<file path="src/rtl/esmv_pkg.sv">
// ----------------------------------------------------------------------------
// esmv_pkg: shared types and constants for the ELLPACK matrix-vector block
// Widths of the vector store, slot codes and the per-slot control bundle.
// ----------------------------------------------------------------------------
package esmv_pkg;

    localparam int VEC_DEPTH = 1024;
    localparam int VEC_AW    = $clog2(VEC_DEPTH);
    localparam int VLEN_W    = 11;
    localparam int ROW_W     = 16;
    localparam int VAL_W     = 32;
    localparam int ACC_W     = 64;

    localparam logic [VLEN_W-1:0] VLEN_RESET = VLEN_W'(1024);
    localparam logic [VLEN_W-1:0] COUNT_MAX  = {VLEN_W{1'b1}};
    localparam logic [VLEN_W-1:0] PAD_COLUMN = {VLEN_W{1'b1}};

    // Request kinds carried on tuser
    localparam logic REQ_VECTOR = 1'b0;
    localparam logic REQ_SLOT   = 1'b1;

    localparam logic signed [ACC_W-1:0] ACC_MAX = {1'b0, {(ACC_W-1){1'b1}}};
    localparam logic signed [ACC_W-1:0] ACC_MIN = {1'b1, {(ACC_W-1){1'b0}}};

    typedef struct packed {
        logic used;   // slot contributes a product
        logic bad;    // slot column unusable
        logic last;   // last slot of its row
        logic dim;    // vector count mismatch seen at accept
    } t_slot_ctl;

endpackage

</file>
<file path="src/rtl/esmv_row_accum.sv">
// ----------------------------------------------------------------------------
// esmv_row_accum: product register, saturating row accumulator, result reg
// Multiplies slot value by vector element, sums per row, emits on last slot.
// ----------------------------------------------------------------------------
module esmv_row_accum (
    input  logic                                i_clk,
    input  logic                                i_rst_n,
    input  logic                                i_valid,
    output logic                                o_ready,
    input  esmv_pkg::t_slot_ctl                 i_ctl,
    input  logic signed [esmv_pkg::VAL_W-1:0]   i_value,
    input  logic signed [esmv_pkg::VAL_W-1:0]   i_x,
    output logic                                o_valid,
    input  logic                                i_ready,
    output logic [esmv_pkg::ROW_W-1:0]          o_row_number,
    output logic [esmv_pkg::ACC_W-1:0]          o_row_sum,
    output logic                                o_saturated,
    output logic                                o_bad_column,
    output logic                                o_dimension_error
);

    logic                              r_p_valid;
    esmv_pkg::t_slot_ctl               r_p_ctl;
    logic signed [esmv_pkg::ACC_W-1:0] r_p_prod;

    logic signed [esmv_pkg::ACC_W-1:0] r_acc;
    logic                              r_flag_sat;
    logic                              r_flag_bad;
    logic [esmv_pkg::ROW_W-1:0]        r_row;

    logic                              r_out_valid;
    logic [esmv_pkg::ROW_W-1:0]        r_out_row;
    logic [esmv_pkg::ACC_W-1:0]        r_out_sum;
    logic                              r_out_sat;
    logic                              r_out_bad;
    logic                              r_out_dim;

    logic signed [esmv_pkg::ACC_W-1:0] w_prod;
    logic signed [esmv_pkg::ACC_W-1:0] w_addend;
    logic signed [esmv_pkg::ACC_W-1:0] w_sum;
    logic                              w_ovf;
    logic signed [esmv_pkg::ACC_W-1:0] n_acc;
    logic                              n_sat;
    logic                              n_bad;
    logic                              w_p_go;

    assign w_prod = i_value * i_x;

    // a row end can only leave when the result register is free or draining
    assign w_p_go  = r_p_valid && (!r_p_ctl.last || !r_out_valid || i_ready);
    assign o_ready = !r_p_valid || w_p_go;

    always_comb begin
        w_addend = r_p_ctl.used ? r_p_prod : '0;
        w_sum    = r_acc + w_addend;
        w_ovf    = (r_acc[esmv_pkg::ACC_W-1] == w_addend[esmv_pkg::ACC_W-1]) &&
                   (w_sum[esmv_pkg::ACC_W-1] != r_acc[esmv_pkg::ACC_W-1]);
        if (w_ovf) begin
            n_acc = r_acc[esmv_pkg::ACC_W-1] ? esmv_pkg::ACC_MIN : esmv_pkg::ACC_MAX;
        end else begin
            n_acc = w_sum;
        end
        n_sat = r_flag_sat | w_ovf;
        n_bad = r_flag_bad | r_p_ctl.bad;
    end

    always_ff @(posedge i_clk) begin
        if (!i_rst_n) begin
            r_p_valid <= 1'b0;
        end else if (o_ready) begin
            r_p_valid <= i_valid;
        end
    end

    always_ff @(posedge i_clk) begin
        if (i_valid && o_ready) begin
            r_p_ctl  <= i_ctl;
            r_p_prod <= w_prod;
        end
    end

    always_ff @(posedge i_clk) begin
        if (!i_rst_n) begin
            r_acc      <= '0;
            r_flag_sat <= 1'b0;
            r_flag_bad <= 1'b0;
            r_row      <= '0;
        end else if (w_p_go) begin
            if (r_p_ctl.last) begin
                r_acc      <= '0;
                r_flag_sat <= 1'b0;
                r_flag_bad <= 1'b0;
                r_row      <= r_row + esmv_pkg::ROW_W'(1);
            end else begin
                r_acc      <= n_acc;
                r_flag_sat <= n_sat;
                r_flag_bad <= n_bad;
            end
        end
    end

    always_ff @(posedge i_clk) begin
        if (!i_rst_n) begin
            r_out_valid <= 1'b0;
        end else if (w_p_go && r_p_ctl.last) begin
            r_out_valid <= 1'b1;
        end else if (i_ready) begin
            r_out_valid <= 1'b0;
        end
    end

    always_ff @(posedge i_clk) begin
        if (w_p_go && r_p_ctl.last) begin
            r_out_row <= r_row;
            r_out_sum <= r_p_ctl.dim ? '0 : n_acc;
            r_out_sat <= n_sat;
            r_out_bad <= n_bad;
            r_out_dim <= r_p_ctl.dim;
        end
    end

    assign o_valid           = r_out_valid;
    assign o_row_number      = r_out_row;
    assign o_row_sum         = r_out_sum;
    assign o_saturated       = r_out_sat;
    assign o_bad_column      = r_out_bad;
    assign o_dimension_error = r_out_dim;

endmodule
</file>
<file path="config.mk">
export PLATFORM = sky130hd
export DESIGN_NAME = esmv_row_accum
export DESIGN_NICKNAME = d
export VERILOG_FILES = /design/src/rtl/esmv_pkg.sv /design/src/rtl/esmv_row_accum.sv
export SDC_FILE = /design/constraint.sdc
export NUM_CORES = 2
export LEC_CHECK = 0
export CAP_MARGIN = 20
export CELL_PAD_IN_SITES_DETAIL_PLACEMENT = 1
export CELL_PAD_IN_SITES_GLOBAL_PLACEMENT = 1
export CORE_UTILIZATION = 37
export DETAILED_ROUTE_END_ITERATION = 6
export DONT_BUFFER_PORTS = 1
export GPL_TIMING_DRIVEN = 0
export PLACE_DENSITY = 0.69
export SYNTH_ARGS = -nofsm -noshare
export SYNTH_HDL_FRONTEND = slang
export SYNTH_SLANG_ARGS = --single-unit
export TNS_END_PERCENT = 50
</file>
<file path="constraint.sdc">
create_clock -name i_clk -period 14.65 [get_ports i_clk]
set_input_delay 4.395 -clock i_clk [delete_from_list [all_inputs] [get_ports i_clk]]
set_output_delay 4.395 -clock i_clk [all_outputs]
set_load 0.01 [all_outputs]
</file>
==> impl_results.md <==
* Post-synth top flop: edfxtp_1
* Post-Syn Area at ~49000 um2
* Layout net count at roughly 6600
* Largest net degree at the start of global routing at between 60 and 70
* Post-CTS Hold Buffers at 0
* Avg Inst Size Synth at 9.42 um2
* Post-DP HPWL at between 150000 and 200000 um
* Min Clock Period, post-route at between 10000 and 15000 ps
* Worst-Margin Slew at ~1300 ps
* Ports at ~160
* Post CTS Setup Buffer Count at 0
* Sink Count at roughly 240
* Top cells by count, synth: fa_1, inv_1, nand2_1
* Final setup violation count at 0
* DRC violation total after the first TritonRoute iteration at approximately 2800
* # DRC at 0
* Area leader, netlist: fa_1
* Yosys cell types at between 70 and 80
* FF+latch count, synth at roughly 240
* Critical Path Fanout Max at 10
* CP Data Required Time at ~15000 ps
* Count of final hold-check violations at 0
* Root Driver: clkbuf_16
* CTS tree: built
* Syn-to-layout area delta at 6.64%
* Fin crit share at slightly above 90%
* Vias per std cell at 5.33
* Site Rows at roughly 130
* Element type at the critical path end: flip-flop
* Total gr overflow at 0
* Syn nets at ~6600
* First-pass GRT wire length at around 280000 um
* Wire per inst at ~27 um
* Post-CTS Resized at 0
* Clock Skew at about 28 ps
* CTS buffer count at 22
* Fmax at between 70 and 80 MHz
* Max-Cap Viols at 0
* Gr usage total at between 20% and 30%
* Via Count at roughly 37000
* Worst slew margin at 14.3%
* Port buffer count at 0
* Antenna violations before repair at 19
* Sequential fraction of the synthesis area at about an eighth
* Yosys warns at 0
* Hold WC Path Type: flip-flop to flip-flop
* H-tree depth at 1
* Clock buffer depth at 3
* Cell with the most instances after synthesis: fa_1
* Later-pin clock latency in the skew report at between 500 and 600 ps
* Fillcell total at between 15000 and 20000
* Die area at 133000 um2
* Number of synthesized flops with an enable pin at approximately 150
* Reg clk slew, reported paths at approximately 70 ps
* Share of cells above drive strength 1 at under 10%
* Final ANT Viol Nets at 0
* CP arrival at 13900 ps
* Initial core utilization at 37.5%
* Synth Instances at 5184
* Crit start category: input port
* Synth top area cells: fa_1, edfxtp_1, and2_1
* Core Box Area at 130000 um2
* Share of the synthesized area in the top cell type at 44.4%
* Drt first pass iters at 5
* Fin Setup TNS at 0 ps
* Final wirelength at about 190000 um
* Fin. max-slew vios at 0
* Die Width at between 300 and 400 um
* Vias in the first global route at 41400
* CP Class: input port to flip-flop
* Gpl congestion at roughly 0.99
* Die H at between 300 and 400 um
* Async SR Flop Fraction at 0%
* Setup repair after global routing missed its margin: no
* Status: complete, no violations
state kept, by name (all words and copies together) (netlist names):
| signal | flops |
|---|---|
| o_row_number | 16 |
| r_p_prod | 64 |
| o_dimension_error | 1 |
| o_saturated | 1 |
| r_flag_bad | 1 |
| r_acc | 64 |
| r_p_valid | 1 |
| r_row | 16 |
| o_valid | 1 |
| r_flag_sat | 1 |
| r_p_ctl | 4 |
| o_bad_column | 1 |
| o_row_sum | 64 |
cell families (layout without fill, tap and decap cells):
logic type      count (synthesis)  after routing  share of synthesized area, %
compound gates                543            543                          7.31
flops                         235            235                          12.7
mux                             2              2                        0.0410
simple gates                 1656           1656                          16.8
xor+xnor                      137            137                          2.46
fa+ha+maj                    1332           1332                          50.8
other cells                     0             18                             0
buf+inv                      1279           1333                          9.87
per-layer routing:
layer | share of wire, % | global-route usage [%] | vias up
met1 | 41 | 37.0 | 19500
met4 | 5.0 | 12.7 | 14
met2 | 44 | 45.4 | 1595
met5 | 0.048 | 0 | -
met3 | 10 | 7.77 | 388
li1 | - | - | 15800
layout by cell type (no fill, tap or decap), drive strengths merged, types with 14 or more instances in the layout:
cell / netlist / routed
fa: 1084 / 1084
inv: 992 / 999
nand2: 648 / 648
and2: 631 / 631
clkbuf: 270 / 294
ha: 248 / 248
nor2: 180 / 180
a21oi: 153 / 153
edfxtp: 151 / 151
o21ai: 143 / 143
xnor2: 96 / 96
dfxtp: 84 / 84
a21o: 74 / 74
nand3: 50 / 50
xor2: 41 / 41
a211oi: 36 / 36
nand4: 34 / 34
buf: 17 / 30
nor3: 29 / 29
o21bai: 24 / 24
nor2b: 19 / 19
diode: 0 / 18
nand2b: 18 / 18
a21boi: 18 / 18
a31oi: 15 / 15
and3: 14 / 14
path summary, 6_finish.rpt:
path	startpoint	endpoint	slack, ps	depth (start not counted)
max	i_value[31]	r_p_prod[59]	1120	25
min	r_row[15]	o_row_number[15]	460	0
max reg2reg	r_p_ctl[3]	o_row_sum[24]	7140	19
min reg2reg	r_row[15]	o_row_number[15]	460	0
area by class of cell:
type / instances / area, um2 / area share [%]
antenna: 18 / 45.0 / 0.0865
buffer: 287 / 1100 / 2.10
clock buffer: 23 / 564 / 1.08
clock inverter: 17 / 193 / 0.370
inverter: 992 / 3730 / 7.15
multi-input combinational: 3670 / 37800 / 72.6
sequential: 235 / 6220 / 11.9
tap: 1742 / 2180 / 4.18
timing repair buffer: 14 / 244 / 0.468
per-stage QoR:
stage	hold WS [ps]	util, %	instances	worst slack [ps]	cell area [um2]
floorplan	424	-	5184	2760	48900
global placement	440	39.2	6926	659	51000
detailed placement	444	39.3	6932	539	51200
CTS	460	39.9	6972	1120	51900
global route	479	40.0	6983	737	52100
finish	461	40.0	6998	1120	52100
worst max-delay path, cell delays in order:
cell       delay (ps)
clkbuf_1          660
nand2_1           210
inv_1             180
fa_1              460
fa_1              490
fa_1             1150
inv_1             270
fa_1              630
fa_1              460
fa_1              510
fa_1              600
fa_1              610
inv_1              40
ha_1              260
clkbuf_1          270
and2_1            310
nand3_1           100
nor2_1            270
nand2_1           120
a211oi_1          580
a211oi_2          150
o31ai_1           510
a21o_1            290
a2111oi_2          90
a311oi_1          230
Power is left out: the tool's default activity adds up to more than one toggle a clock period on the data nets, which glitch-free logic cannot reach.
